--- src/hw/rtl/bgpe_pkg.sv ---
`timescale 1ns / 1ps

package bgpe_pkg;

  localparam int GLYPH_SLOTS   = 96;
  localparam int BITMAP_BYTES  = 4096;
  localparam int MAX_ROWS      = 16;
  localparam int PIX_PER_RES   = 4;

  localparam int MAX_CELL      = 16;
  localparam int MAX_GLYPH_PIX = 240;
  localparam int MAX_RESULTS   = 64;
  localparam int MAX_PIX       = MAX_RESULTS * PIX_PER_RES;

  localparam int BYTE_W = (BITMAP_BYTES > 1) ? $clog2(BITMAP_BYTES) : 1;
  localparam int WID_AW = (GLYPH_SLOTS > 1) ? $clog2(GLYPH_SLOTS) : 1;
  localparam int OFS_AW = $clog2(GLYPH_SLOTS + 1);
  localparam int N_W    = $clog2(MAX_PIX + 1);
  localparam int CNT_W  = $clog2(MAX_GLYPH_PIX + 1);
  localparam int QDEPTH = 2;

  localparam logic [1:0] CMD_LOAD_BYTE  = 2'd0;
  localparam logic [1:0] CMD_LOAD_GLYPH = 2'd1;
  localparam logic [1:0] CMD_DRAW       = 2'd2;

  localparam logic [2:0] CFG_FIRST_CODE = 3'd0;
  localparam logic [2:0] CFG_LAST_CODE  = 3'd1;
  localparam logic [2:0] CFG_FONT_ROWS  = 3'd2;
  localparam logic [2:0] CFG_CELL_WIDTH = 3'd3;
  localparam logic [2:0] CFG_MONOSPACE  = 3'd4;
  localparam logic [2:0] CFG_FG_COLOR   = 3'd5;
  localparam logic [2:0] CFG_BG_COLOR   = 3'd6;

  typedef enum logic [1:0] {
    OP_LOAD_BYTE,
    OP_LOAD_GLYPH,
    OP_DRAW,
    OP_BLANK
  } op_e;

  typedef struct packed {
    logic [7:0]  first_code;
    logic [7:0]  last_code;
    logic [4:0]  font_rows;
    logic [4:0]  cell_width;
    logic        monospace_mode;
    logic [15:0] fg_color;
    logic [15:0] bg_color;
  } cfg_t;

  typedef struct packed {
    logic [1:0]  cmd;
    logic [7:0]  char_code;
    logic [15:0] pos_x;
    logic [15:0] pos_y;
    logic [11:0] load_index;
    logic [7:0]  load_byte;
    logic [3:0]  load_width;
    logic [14:0] load_offset;
  } in_t;

  typedef struct packed {
    op_e         op;
    logic [7:0]  idx;
    logic [15:0] pos_x;
    logic [15:0] pos_y;
    logic [11:0] load_index;
    logic [7:0]  load_byte;
    logic [3:0]  load_width;
    logic [14:0] load_offset;
  } q_entry_t;

  typedef struct packed {
    logic [15:0] win_x_start;
    logic [15:0] win_x_end;
    logic [15:0] win_y_start;
    logic [15:0] win_y_end;
    logic [15:0] pixel_a;
    logic [15:0] pixel_b;
    logic [15:0] pixel_c;
    logic [15:0] pixel_d;
    logic [2:0]  pixel_count;
    logic [4:0]  advance;
    logic        last_flag;
  } res_t;

endpackage

--- src/hw/rtl/bgpe_queue.sv ---
`timescale 1ns / 1ps

module bgpe_queue (
  input  logic               clk_i,
  input  logic               rst_ni,
  input  logic               push_valid_i,
  output logic               push_ready_o,
  input  bgpe_pkg::q_entry_t push_data_i,
  output logic               pop_valid_o,
  input  logic               pop_ready_i,
  output bgpe_pkg::q_entry_t pop_data_o
);
  import bgpe_pkg::*;

  localparam int PTR_W = (QDEPTH > 1) ? $clog2(QDEPTH) : 1;
  localparam int CNT_QW = $clog2(QDEPTH + 1);

  q_entry_t            mem_q [QDEPTH];
  logic [PTR_W-1:0]    wr_ptr_q;
  logic [PTR_W-1:0]    rd_ptr_q;
  logic [CNT_QW-1:0]   count_q;
  logic                do_push;
  logic                do_pop;

  function automatic logic [PTR_W-1:0] ptr_inc(input logic [PTR_W-1:0] p);
    return (p == PTR_W'(QDEPTH - 1)) ? '0 : p + PTR_W'(1);
  endfunction

  assign push_ready_o = (count_q != CNT_QW'(QDEPTH));
  assign pop_valid_o  = (count_q != '0);
  assign pop_data_o   = mem_q[rd_ptr_q];
  assign do_push      = push_valid_i && push_ready_o;
  assign do_pop       = pop_valid_o && pop_ready_i;

  always_ff @(posedge clk_i or negedge rst_ni) begin
    if (!rst_ni) begin
      wr_ptr_q <= '0;
      rd_ptr_q <= '0;
      count_q  <= '0;
    end else begin
      if (do_push) wr_ptr_q <= ptr_inc(wr_ptr_q);
      if (do_pop)  rd_ptr_q <= ptr_inc(rd_ptr_q);
      if (do_push && !do_pop) count_q <= count_q + CNT_QW'(1);
      else if (do_pop && !do_push) count_q <= count_q - CNT_QW'(1);
    end
  end

  always_ff @(posedge clk_i) begin
    if (do_push) mem_q[wr_ptr_q] <= push_data_i;
  end

endmodule

--- config.mk ---
export PLATFORM = sky130hd
export DESIGN_NAME = bgpe_queue
export DESIGN_NICKNAME = d
export VERILOG_FILES = /design/src/hw/rtl/bgpe_pkg.sv /design/src/hw/rtl/bgpe_queue.sv
export SDC_FILE = /design/constraint.sdc
export NUM_CORES = 1
export LEC_CHECK = 0
export BUFFER_PORTS_ARGS = -buffer_cell sky130_fd_sc_hd__buf_2
export CORE_MARGIN = 8
export CORE_UTILIZATION = 25
export DETAILED_ROUTE_END_ITERATION = 10
export PLACE_DENSITY_LB_ADDON = 0.25
export SLEW_MARGIN = 20
export SYNTH_ARGS = -nofsm -noshare
export SYNTH_HDL_FRONTEND = slang
export SYNTH_SLANG_ARGS = --single-unit
--- constraint.sdc ---
create_clock -name clk_i -period 4.5 [get_ports clk_i]
set_input_delay 0.225 -clock clk_i [delete_from_list [all_inputs] [get_ports clk_i]]
set_output_delay 0.225 -clock clk_i [all_outputs]
set_load 0.02 [all_outputs]
After elaboration in Yosys (flattened, before gate mapping)
Memories as Yosys holds them, arrays and structs flattened.
Index checks and enable logic that the tools add are counted.

storage, ports and cells
  word-level logic and storage cells = 23
  register bits = 4
  input port bits = 85
  memories = 1
  memory bits (writable) = 162

memory list
  name   words  bits a word  read ports  clocked after Yosys merged registers in  wr ports  RTL line          source
  mem_q  2      81           1           0                                        1         bgpe_queue.sv:18  q_entry_t mem_q [QDEPTH];

cells by class
  equal/unequal tests = 1
  $add $sub $neg = 4
  multiplexer cells = 6
  reductions and logical operators = 8

operator list
  operator                                          count
  logical AND 1 bit                                 4
  2-to-1 mux 1 bit                                  4
  2-to-1 mux 2 bit                                  2
  nonzero test 2 bit                                2
  adder 1 bit, second input constant                2
  adder 2 x 1 -> 2 bit, second input constant       1
  zero test 1 bit                                   2
  != test 2 bit, second input constant              1
  subtractor 2 x 1 -> 2 bit, second input constant  1

Depth between registers and ports, before layout
  depth after elaboration = 6
  mapped depth = 7
  depth with buffers taken out = 7

Least setup slack after synthesis
No wires, ideal clock.

  kind = reg-to-reg
  start point = register count_q[0]
  end point = memory mem_q[0][0] in the netlist's numbering, enable pin
  cell stages (with the launch flop) = 4
  slack = -0.198 ns
  library setup time = 0.521 ns
  clock period less this slack = 4.698 ns
  arrival = 4.177 ns
  required time = 3.979 ns
  cell sequence = dfrtp_1 nand2b_1 nand2_1 nor2_1

between the ends
  longest elaborated chain between the ends = 4

ends and longest elaborated chain
  what                                    RTL line          source
  start, declared                         bgpe_queue.sv:21  logic [CNT_QW-1:0] count_q;
  start signal, assigned                  bgpe_queue.sv:43  if (do_push && !do_pop) count_q <= count_q + CNT_QW'(1);
  start signal, assigned                  bgpe_queue.sv:44  else if (do_pop && !do_push) count_q <= count_q - CNT_QW'(1);
  != test 2 bit                           bgpe_queue.sv:29  assign push_ready_o = (count_q != CNT_QW'(QDEPTH));
  named net push_ready_o                  bgpe_queue.sv:7   output logic push_ready_o,
  logical AND 1 bit                       bgpe_queue.sv:32  assign do_push = push_valid_i && push_ready_o;
  2-to-1 mux 1 bit                        bgpe_queue.sv:49  if (do_push) mem_q[wr_ptr_q] <= push_data_i;
  2-to-1 mux 1 bit (implied by the code)  bgpe_queue.sv:49
  end, declared                           bgpe_queue.sv:18

The timed path passes the listed nets, and every way through them passes these cells.

==> flow_summary.yaml <==
clocking:
  cts_buffers: 17
  clock_sinks: 166
  ctsResizeCount: 0
  htreeDepth: 4
  clock_latency_ns: 0.41
  cts-root-buf: "clkbuf_16"
  clk_path_buf_depth: 2
  cts_tree: "done"
  clk_pin_slew_ns: 0.06
cells_and_area:
  regArea_um2: 4970
  final_common_cell: "buf_2"
  multi_input_area_um2: 1310
  n_fill_cell: 2411
  drive_above_1_share_pct: 51.9
  instances_no_fill: 871
  diodes: 0
  syn_to_final_growth_pct: 39.1
  fin_nets: 614
  layout_common_cells: "buf_2 (167), edfxtp_1 (162), mux2_4 (79), dlygate4sd3_1 (77), clkbuf_16 (17)"
yosys:
  ys_ff_latch: 166
  synth_mux_area_share_pct: 18.8
  ys.warnings.count: 0
  synth_cell_type_count: 15
  netlist_instances: 270
  ys_seq_area_share_pct: 77.1
  synthAdderAreaFrac_pct: 0.194
  synth_fp_nets: 356
  syn_area_um2: 6440
  synth_top_family_by_area: "multiplexers"
  yosys.area_share.simple_pct: 0.525
  synth_compound_area_share_pct: 0
  synth-xor-area-share_pct: 0.680
  synth_area_per_cell_um2: 23.8
setup_path:
  startpoint_type: "flop"
  crit_chain: "buf_12 > mux2_4 > buf_2"
  reg2reg_slack_ns: 2.60
  cp_max_fo: 45
  crit_end: "pop_data_o[54]"
  worst_r2r_endpoint: "mem_q[1][79]"
  reg2regPathDepth: 3
  end_kind: "output port"
  cp_slowest_cell: "dfrtp_4"
  required_ns: 4.28
  timing.critical_path.slowest_cell_delay_ns: 0.90
  worstSetupStartpoint: "rd_ptr_q"
  worstPathArrival_ns: 2.26
  critPathKind: "flop to output port"
  r2r-start: "count_q[0]"
global_route:
  grt_overflow: 0
  track_usage_pct: 9.03
  grt_pass1_wl_um: 21500
  grt_pass1_vias: 3873
  antenna_found_initial: 1
  grt_max_degree: 49
die:
  core_um2: 25300
  die_area_um2: 31100
  dieHeight_um: 176
  ios: 168
  die_x_um: 176
  initial_utilization_pct: 25.5
  rows: 58
timing:
  maxSlewHeadroom_pct: 50.1
  rsz0062_at_grt: "no"
  final-setup-viol-count: 0
  maxClockFrequency_mhz: 403
  period_share_pct: 55.2
  slew_viol_final: 0
  setup_slack_ns: 2.02
  hold_violations: 0
  worstMarginPinSlew_ns: 0.748
  tns_ns: 0
  period_needed_ns: 2.48
  skew_ns: 0.0122
power:
  power_leakage_nw: 3.54
  peakVddDrop_uv: 252
  p_per_area_nw_per_um2: 634
detailed_routing:
  drt_iter0_markers: 133
  vias: 3329
  wl_per_cell_um: 15.7
  first_pass_iters: 4
  drt-total-wl_um: 13700
  postRouteAntennaNets: 0
  via_per_inst: 3.82
  drc: 0
placed_design:
  dp_hpwl_um: 9080
  pre_cts_slack_ns: 2.38
  portBuffers: 167
  dp.cells: 762
  place.gp.congestion: 0.693
status:
  status: "finished clean"
flow_run:
  maxCapViolCount: 0
worst_hold_path:
  holdCritPathClass: "input port to flop"
-- cells in the mapped netlist --
library cell	number	area, um2
buf_12	8	160
nand2b_1	1	6.26
dfrtp_1	4	100
mux2_2	2	22.5
nor2_1	2	7.51
edfxtp_1	162	4860
xnor2_1	3	26.3
ha_1	1	12.5
or2_1	1	6.26
inv_1	1	3.75
nand2_1	2	7.51
and3_1	1	6.26
mux2_4	79	1190
buf_6	1	11.3
xor2_1	2	17.5
-- worst min path at each step --
stage	startpoint	endpoint	slack (ns)	cells past startpoint
floorplan	rst_ni	count_q[0]	-0.07	0
global placement	rst_ni	count_q[1]	0.04	1
detailed placement	rst_ni	count_q[1]	0.04	1
CTS	push_data_i[73]	mem_q[0][73]	0.0002	1
global route	push_data_i[59]	mem_q[0][59]	0.0004	1
finish	push_data_i[59]	mem_q[1][59]	0.03	1
-- report_power, final --
part           switching, mW  total [mW]  leakage [nW]  internal, mW
Combinational           1.06        1.99          1.72         0.925
Clock                  0.581        1.40         0.268         0.814
Sequential             0.181        2.30          1.55          2.11
Total                   1.83        5.68          3.54          3.85
-- state kept, by name (all words and copies together) (netlist names) --
signal    cells
wr_ptr_q      1
rd_ptr_q      1
count_q       2
mem_q       162
-- metal layers --
metal  vias up  GRT usage [%]  share of wire, %
li1       1583              -                 -
met1      1634           9.58                39
met2       100           16.0                52
met3        10           3.93               7.5
met4         2           2.73              0.91
met5         -              0             0.095
-- repair_timing --
| action | 4_1_cts | 5_1_grt |
|---|---|---|
| hold endpoints to repair | 136 | 19 |
| setup endpoints to repair | 0 | 0 |
| hold buffers | 67 | 10 |
| setup buffers | 0 | 0 |
-- cell families (layout without fill, tap and decap cells) --
logic type / count (synthesis) / after routing
AND/OR/NAND/NOR: 7 / 7
adder cells (fa/ha/maj): 1 / 1
XOR/XNOR: 5 / 5
multiplexers: 81 / 81
flip-flops: 166 / 166
buffers and inverters: 10 / 281
-- cell type report --
type / count / area share (%)
tap: 330 / 4.61
timing repair buffer: 248 / 18.9
clock inverter: 13 / 1.45
multi-input combinational: 94 / 14.6
clock buffer: 19 / 4.84
inverter: 1 / 0.0419
sequential: 166 / 55.5
-- stage by stage --
| stage | util [%] | area, um2 | power, mW | hold WS, ns |
|---|---|---|---|---|
| CTS | 35.1 | 8850 | 5.81 | 0.000200 |
| detailed placement | 30.2 | 7620 | 4.33 | 0.0436 |
| finish | 35.5 | 8950 | 5.68 | 0.0252 |
| floorplan | - | 6440 | 3.82 | -0.0706 |
| global placement | 30.0 | 7570 | 4.28 | 0.0357 |
| global route | 35.5 | 8950 | 6.00 | 0.000405 |
-- critical path, delay by kind of cell (launching register included) --
kind     cells  cell delay [ns]
buf+inv      2             0.58
flops        1             0.90
mux          1             0.34
Note: power is estimated with default switching activity, not from simulation.
