==> src/hw/rtl/bgpe_pkg.sv <==
`timescale 1ns / 1ps

package bgpe_pkg;

  localparam int GLYPH_SLOTS   = 96;
  localparam int BITMAP_BYTES  = 4096;
  localparam int MAX_ROWS      = 16;
  localparam int PIX_PER_RES   = 4;

  localparam int MAX_CELL      = 16;
  localparam int MAX_GLYPH_PIX = 240;
  localparam int MAX_RESULTS   = 64;
  localparam int MAX_PIX       = MAX_RESULTS * PIX_PER_RES;

  localparam int BYTE_W = (BITMAP_BYTES > 1) ? $clog2(BITMAP_BYTES) : 1;
  localparam int WID_AW = (GLYPH_SLOTS > 1) ? $clog2(GLYPH_SLOTS) : 1;
  localparam int OFS_AW = $clog2(GLYPH_SLOTS + 1);
  localparam int N_W    = $clog2(MAX_PIX + 1);
  localparam int CNT_W  = $clog2(MAX_GLYPH_PIX + 1);
  localparam int QDEPTH = 2;

  localparam logic [1:0] CMD_LOAD_BYTE  = 2'd0;
  localparam logic [1:0] CMD_LOAD_GLYPH = 2'd1;
  localparam logic [1:0] CMD_DRAW       = 2'd2;

  localparam logic [2:0] CFG_FIRST_CODE = 3'd0;
  localparam logic [2:0] CFG_LAST_CODE  = 3'd1;
  localparam logic [2:0] CFG_FONT_ROWS  = 3'd2;
  localparam logic [2:0] CFG_CELL_WIDTH = 3'd3;
  localparam logic [2:0] CFG_MONOSPACE  = 3'd4;
  localparam logic [2:0] CFG_FG_COLOR   = 3'd5;
  localparam logic [2:0] CFG_BG_COLOR   = 3'd6;

  typedef enum logic [1:0] {
    OP_LOAD_BYTE,
    OP_LOAD_GLYPH,
    OP_DRAW,
    OP_BLANK
  } op_e;

  typedef struct packed {
    logic [7:0]  first_code;
    logic [7:0]  last_code;
    logic [4:0]  font_rows;
    logic [4:0]  cell_width;
    logic        monospace_mode;
    logic [15:0] fg_color;
    logic [15:0] bg_color;
  } cfg_t;

  typedef struct packed {
    logic [1:0]  cmd;
    logic [7:0]  char_code;
    logic [15:0] pos_x;
    logic [15:0] pos_y;
    logic [11:0] load_index;
    logic [7:0]  load_byte;
    logic [3:0]  load_width;
    logic [14:0] load_offset;
  } in_t;

  typedef struct packed {
    op_e         op;
    logic [7:0]  idx;
    logic [15:0] pos_x;
    logic [15:0] pos_y;
    logic [11:0] load_index;
    logic [7:0]  load_byte;
    logic [3:0]  load_width;
    logic [14:0] load_offset;
  } q_entry_t;

  typedef struct packed {
    logic [15:0] win_x_start;
    logic [15:0] win_x_end;
    logic [15:0] win_y_start;
    logic [15:0] win_y_end;
    logic [15:0] pixel_a;
    logic [15:0] pixel_b;
    logic [15:0] pixel_c;
    logic [15:0] pixel_d;
    logic [2:0]  pixel_count;
    logic [4:0]  advance;
    logic        last_flag;
  } res_t;

endpackage

==> src/hw/rtl/bgpe_front.sv <==
`timescale 1ns / 1ps

module bgpe_front (
  input  logic               clk_i,
  input  logic               rst_ni,
  input  logic               in_valid_i,
  output logic               in_ready_o,
  input  bgpe_pkg::in_t      in_i,
  input  bgpe_pkg::cfg_t     cfg_i,
  output logic               push_valid_o,
  input  logic               push_ready_i,
  output bgpe_pkg::q_entry_t push_data_o
);
  import bgpe_pkg::*;

  logic       fe_valid_q;
  q_entry_t   fe_q;
  q_entry_t   fe_d;
  logic [7:0] idx;
  logic       printable;
  logic       keep;

  assign idx       = in_i.char_code - cfg_i.first_code;
  assign printable = (in_i.char_code >= cfg_i.first_code) &&
                     (in_i.char_code <= cfg_i.last_code) &&
                     (32'(idx) < GLYPH_SLOTS);

  always_comb begin
    fe_d.idx         = idx;
    fe_d.pos_x       = in_i.pos_x;
    fe_d.pos_y       = in_i.pos_y;
    fe_d.load_index  = in_i.load_index;
    fe_d.load_byte   = in_i.load_byte;
    fe_d.load_width  = in_i.load_width;
    fe_d.load_offset = in_i.load_offset;
    keep             = 1'b1;
    unique case (in_i.cmd)
      CMD_LOAD_BYTE:  fe_d.op = OP_LOAD_BYTE;
      CMD_LOAD_GLYPH: fe_d.op = OP_LOAD_GLYPH;
      CMD_DRAW:       fe_d.op = printable ? OP_DRAW : OP_BLANK;
      default: begin
        // reserved command: swallowed, no result
        fe_d.op = OP_BLANK;
        keep    = 1'b0;
      end
    endcase
  end

  assign in_ready_o   = !fe_valid_q || push_ready_i;
  assign push_valid_o = fe_valid_q;
  assign push_data_o  = fe_q;

  always_ff @(posedge clk_i or negedge rst_ni) begin
    if (!rst_ni) begin
      fe_valid_q <= 1'b0;
    end else if (in_ready_o) begin
      fe_valid_q <= in_valid_i && keep;
    end
  end

  always_ff @(posedge clk_i) begin
    if (in_ready_o && in_valid_i) begin
      fe_q <= fe_d;
    end
  end

endmodule

==> config.mk <==
export PLATFORM = sky130hd
export DESIGN_NAME = bgpe_front
export DESIGN_NICKNAME = d
export VERILOG_FILES = /design/src/hw/rtl/bgpe_pkg.sv /design/src/hw/rtl/bgpe_front.sv
export SDC_FILE = /design/constraint.sdc
export NUM_CORES = 1
export LEC_CHECK = 0
export ABC_CLOCK_PERIOD_IN_PS = 3200
export BUFFER_PORTS_ARGS = -buffer_cell sky130_fd_sc_hd__buf_2
export CAP_MARGIN = 15
export CORE_MARGIN = 1.5
export CORE_UTILIZATION = 35
export DETAILED_ROUTE_END_ITERATION = 6
export PLACE_DENSITY = 0.76
export SLEW_MARGIN = 40
export SYNTH_ARGS = -nofsm -noshare
export SYNTH_HDL_FRONTEND = slang
export SYNTH_SLANG_ARGS = --single-unit
==> constraint.sdc <==
create_clock -name clk_i -period 3.2 [get_ports clk_i]
set_input_delay 0 -clock clk_i [delete_from_list [all_inputs] [get_ports clk_i]]
set_output_delay 0 -clock clk_i [all_outputs]
set_load 0.01 [all_outputs]
Word-level counts from Yosys, hierarchy flattened
Index checks and enable logic that the tools add are counted.

Add/subtract/negate cells: 1. Multiply operators: 0. Divide/modulo/power cells: 0. $lt $le $gt $ge: 3. Equality and inequality tests: 2. Shift-type cells: 0. Muxes and demuxes: 3. Bitwise logic cells: 0. Reduce and logical (&&, ||, !) cells: 8.

Operators by type and width (number): $ge 8x8->1 (1); $le 8x8->1 (1); $lt 8x7->1 const B (1); $sub 8x8->8 (1); $pmux 2 s3 (1); $logic_and 1x1->1 (4); $reduce_or 3->1 (1); $eq 2x1->1 const B (1); $eq 2x2->1 const B (1); $logic_not 2->1 (1); $mux 1 (2); $logic_not 1->1 (1); $logic_or 1x1->1 (1).

Flip-flop bits (word level): 82. Bits in latches: 0. Memory bits (writable): 0. Memory bits (read-only): 0. Bits of input ports: 144. Output and inout port bits: 83. Logic and storage cells: 26. Memories kept: 0.

Depth between registers and ports, before layout
Depth in word-level cells: 5. Depth in mapped cells: 10. Depth with buffers taken out: 10.

Worst setup path before layout
No wires, ideal clock.

Kind: register to register. From: register fe_valid_q (netlist: push_valid_o). To: register fe_q, in the netlist push_data_o[0] (enable). Library setup time: 0.449 ns. Data arrival time: 2.489 ns. Required time: 2.751 ns. Slack: 0.263 ns. Stages on the path, launching flop included: 3. Buffers on the path: 0. Period minus slack after synthesis: 2.937 ns. Cells stage by stage: dfrtp_1 > nand2b_1 > and2_1.

Word-level cells in the longest chain between the ends: 3.

Ends and longest elaborated chain: start: declaration (line bgpe_front.sv:16) `logic fe_valid_q;`; start signal: assignment (line bgpe_front.sv:57) `fe_valid_q <= in_valid_i && keep;`; $logic_not 1->1 (line bgpe_front.sv:49) `assign in_ready_o = !fe_valid_q || push_ready_i;`; $logic_or 1x1->1 (line bgpe_front.sv:49); via in_ready_o (line bgpe_front.sv:7) `output logic in_ready_o,`; $logic_and 1x1->1 (line bgpe_front.sv:62) `if (in_ready_o && in_valid_i) begin`; end signal: assignment (line bgpe_front.sv:63) `fe_q <= fe_d;`; end: declaration (line bgpe_front.sv:17) `q_entry_t fe_q;`.

The timed path passes the listed nets, and every way through them passes these cells. A chain may end at the register's enable or synchronous reset.

==> summary.log <==
INFO  logic_synthesis synthDominantAreaCellType=sky130_fd_sc_hd__edfxtp_1
INFO  cells_and_area nNetsFinal=602
INFO  logic_synthesis synth.area.mux_share=0%
INFO  logic_synthesis synth.yosys.seq_area_share=79.5%
INFO  power_and_ir_drop powerDensity=463nW/um^2
INFO  floorplan      core-area=8640um^2
INFO  cells_and_area area_of_all_placed_cells_without_fillers=5110um^2
INFO  critical_path  cp_num_buf_inv=3
INFO  drt            detail_route.vias_per_cell=4.53
INFO  critical_path  timing.critical_path.max_delay_family=adder cells
INFO  critical_path  timing.critical_path.required=3.29ns
INFO  drt            wl_met1=3260um
INFO  drt            dr.pass1.iters=4
INFO  global_route   grt_overflow_total=0
INFO  global_route   grt.total_usage=19.8%
INFO  sta            min_period=1.77ns
INFO  place          gpl.final_weighted_congestion=0.778
INFO  logic_synthesis yosys.cell_types.count=28
INFO  critical_path  worst-setup-path-type=input port to flop
INFO  critical_path  max_stage_delay=0.42ns
INFO  floorplan      die_w=97.0um
INFO  sta            relSlewSlack=68.5%
INFO  power_and_ir_drop p_int=1.76mW
INFO  drt            finalWirelength=9080um
INFO  logic_synthesis syn_nets=332
INFO  clocking       cts-root-buf=sky130_fd_sc_hd__clkbuf_8
INFO  logic_synthesis synth_adder_area_share=7.13%
INFO  critical_path  path_cells=buf_2 -> inv_1 -> ha_1 -> inv_1 -> fa_1 -> a211oi_1 -> nor2_1 -> nor3_1 -> xor2_1 -> nor3_1 -> o32a_1
INFO  drt            drc=0
INFO  status         run_status=finished clean
INFO  critical_path  regToRegSetupSlack=1.58ns
INFO  critical_path  critical_path.startpoint_type=input port
INFO  logic_synthesis yosys.area_share.simple=3.08%
INFO  power_and_ir_drop power.share.combinational=16.6%
INFO  floorplan      row_count=34
INFO  logic_synthesis synthesis.yosys.warnings=0
INFO  critical_path  cp_max_fo=3
INFO  drt            wl_met3=683um
INFO  cells_and_area share_of_cells_above_drive_strength_1=45.7%
INFO  logic_synthesis complex_gate_fraction_of_the_synthesized_area=5.34%
INFO  sta            clock.fmax=566MHz
INFO  logic_synthesis ys_async_sr_fraction=1.22%
INFO  place          dpl.cell_count=461
INFO  sta            report.final.slew_viol_count=0
INFO  global_route   first_pass_grt_wire_length=13800um
INFO  sta            final-setup-viol-count=0
INFO  power_and_ir_drop worst_ir_drop_vdd=0.197mV
INFO  hold_path      hold_class=input port to flop
INFO  drt            initialDrtViolationCount=85
INFO  logic_synthesis synth-seq-cells=82
INFO  power_and_ir_drop static-leakage-power=2.27nW
INFO  logic_synthesis synth_xor_area_share=2.27%
INFO  global_route   grt_start_max_net_pins=48
INFO  clocking       numClockSinks=82
INFO  global_route   grt_antenna_before_repair=0
INFO  place          io_buffers=183
INFO  power_and_ir_drop switching_portion_of_total_power=25.5%
INFO  drt            post_drt_wl_per_cell=16.4um
INFO  power_and_ir_drop finalPower=2.37mW
INFO  floorplan      num_io_pins=227
INFO  cells_and_area finalNonFillerCells=554
INFO  cells_and_area postLayoutCoreUtil=59.1%
INFO  cells_and_area antenna_cells=0
INFO  clocking       cts_made_buffers=9
INFO  clocking       worst_setup_hold_path_clk_slew=0.08ns
INFO  power_and_ir_drop seq_power_share=54.4%
INFO  run            drv_cap=0
INFO  logic_synthesis ys_dominant_reg_cell=sky130_fd_sc_hd__edfxtp_1
INFO  clocking       clock_tree_from_tritoncts=built
INFO  place          placed_area=4150um^2
INFO  clocking       cts_htree_levels=3
INFO  logic_synthesis synth_area_leaders=sky130_fd_sc_hd__edfxtp_1 79%, sky130_fd_sc_hd__ha_1 6.5%, sky130_fd_sc_hd__inv_1 2.3%
INFO  clocking       worstSkewPairLatency=0.35ns
INFO  sta            timing.final.crit_share=55.2%
INFO  logic_synthesis postSynthCellCount=171
INFO  logic_synthesis combinational_family_with_the_most_area_after_synthesis=adder cells
INFO  power_and_ir_drop clockPowerShare=29.0%
INFO  clocking       cts-root-to-sink-buffers=2
INFO  drt            routed-wl-met2=4920um
INFO  critical_path  cp-end-kind=flop
INFO  sta            rsz0062_at_grt=false
INFO  sta            fin_tns_setup=0ns
INFO  sta            finClkSkew=0.00822ns
INFO  drt            final_antenna_net_count=0
INFO  critical_path  worstPathArrival=1.86ns
INFO  cells_and_area area.growth.synth_to_final=65.3%
INFO  power_and_ir_drop switching_power=0.604mW
INFO  floorplan      design.die.area=9400um^2
INFO  logic_synthesis netlist.area_leader.share=78.7%
INFO  logic_synthesis netlist_area=3090um^2
INFO  floorplan      die_h=97.0um
INFO  drt            dr_total_vias=2509
INFO  global_route   grt_pass1_vias=2560
INFO  place          hpwlAfterDp=5870um
INFO  logic_synthesis synth_enable_flop_cells=81
INFO  drt            maxUsedRoutingLayer=met4
INFO  sta            worst-slew-pin-transition=0.472ns
INFO  sta            hold_viol=0
INFO  logic_synthesis syn_area_per_cell=18.1um^2
INFO  floorplan      floorplan.initialDensity=35.8%
INFO  critical_path  crit_path_top_delay_cell=sky130_fd_sc_hd__fa_1
[per-layer routing]
layer	global-route usage (%)	up-vias
met5	0	-
met2	35.6	133
met4	9.36	0
met1	21.4	1180
li1	-	1181
met3	5.42	15
[registers in the layout, summed over array words and instances (netlist names)]
name          count
push_data_o      81
push_valid_o      1
[cells in the final DEF (no fill, tap or decap), types with 4 or more instances in the layout]
cell                            Yosys  routed
sky130_fd_sc_hd__edfxtp_1          81      81
sky130_fd_sc_hd__inv_1             19      19
sky130_fd_sc_hd__a21oi_1            9       9
sky130_fd_sc_hd__o21ai_0            4       4
sky130_fd_sc_hd__xnor2_1            5       5
sky130_fd_sc_hd__dlygate4sd3_1      0      77
sky130_fd_sc_hd__ha_1              16      16
sky130_fd_sc_hd__clkbuf_8           0       9
sky130_fd_sc_hd__nor2_1             4       4
sky130_fd_sc_hd__nand2_1            6       6
sky130_fd_sc_hd__buf_2              0     183
[cell families after synthesis]
logic type                 count (synthesis)
AOI/OAI and AO/OA                         23
xor gates and xnor gates                   8
adders and majority gates                 17
buffers and inverters                     21
DFF                                       82
and+or+nand+nor                           20
[area by class of cell]
| cell class | count | area, um^2 |
|---|---|---|
| Clock buffer | 9 | 124 |
| Clock inverter | 7 | 60.1 |
| Fill cell | 648 | 3530 |
| Inverter | 19 | 71.3 |
| Multi-Input combinational cell | 68 | 553 |
| Sequential cell | 82 | 2460 |
| Tap cell | 108 | 135 |
| Timing Repair Buffer | 261 | 1710 |
[cells in the mapped netlist (all sizes together) (2+ instances only)]
cell and n:
a21o 3, nand3 2, edfxtp 81, ha 16, o21ai 4, nor2 4
inv 19, xor2 3, nand4 3, nand2 6, xnor2 5, nor3 2
a21oi 9
[through the flow]
step | hold slack, ns | setup WS [ns]
global placement | -0.224 | 1.12
floorplan | -0.296 | 0.263
detailed placement | -0.224 | 1.10
CTS | 0.0126 | 1.47
finish | 0.0362 | 1.43
global route | 0.0191 | 1.30
[worst paths after layout]
path                                          start                         to  depth (start not counted)
setup reg to reg           push_valid_o$_DFFE_PN0N_  push_data_o[42]$_DFFE_PP_                          3
setup / recovery                           in_i[71]  push_data_o[79]$_DFFE_PP_                         11
min in group asynchronous                    rst_ni   push_valid_o$_DFFE_PN0N_                          3
hold / removal                             in_i[79]  push_data_o[79]$_DFFE_PP_                          2
hold reg to reg            push_valid_o$_DFFE_PN0N_  push_data_o[54]$_DFFE_PP_                          2
max in group asynchronous                    rst_ni   push_valid_o$_DFFE_PN0N_                          3
[repair_timing]
action	in CTS	in global routing
buffers inserted	0	0
gates resized for setup	0	0
endpoints found under the setup margin	0	0
endpoints found under the hold margin	75	0
hold buffers	77	0
[power groups by stage]
| stage | logic (mW) | registers (mW) | clock network (mW) |
|---|---|---|---|
| global route | 0.427 | 1.29 | 0.746 |
| CTS | 0.391 | 1.28 | 0.704 |
| global placement | 0.300 | 1.31 | 0 |
| finish | 0.393 | 1.29 | 0.686 |
| floorplan | 0.111 | 1.35 | 0 |
| detailed placement | 0.313 | 1.31 | 0 |
No activity file was read; power rests on OpenSTA's default activity.
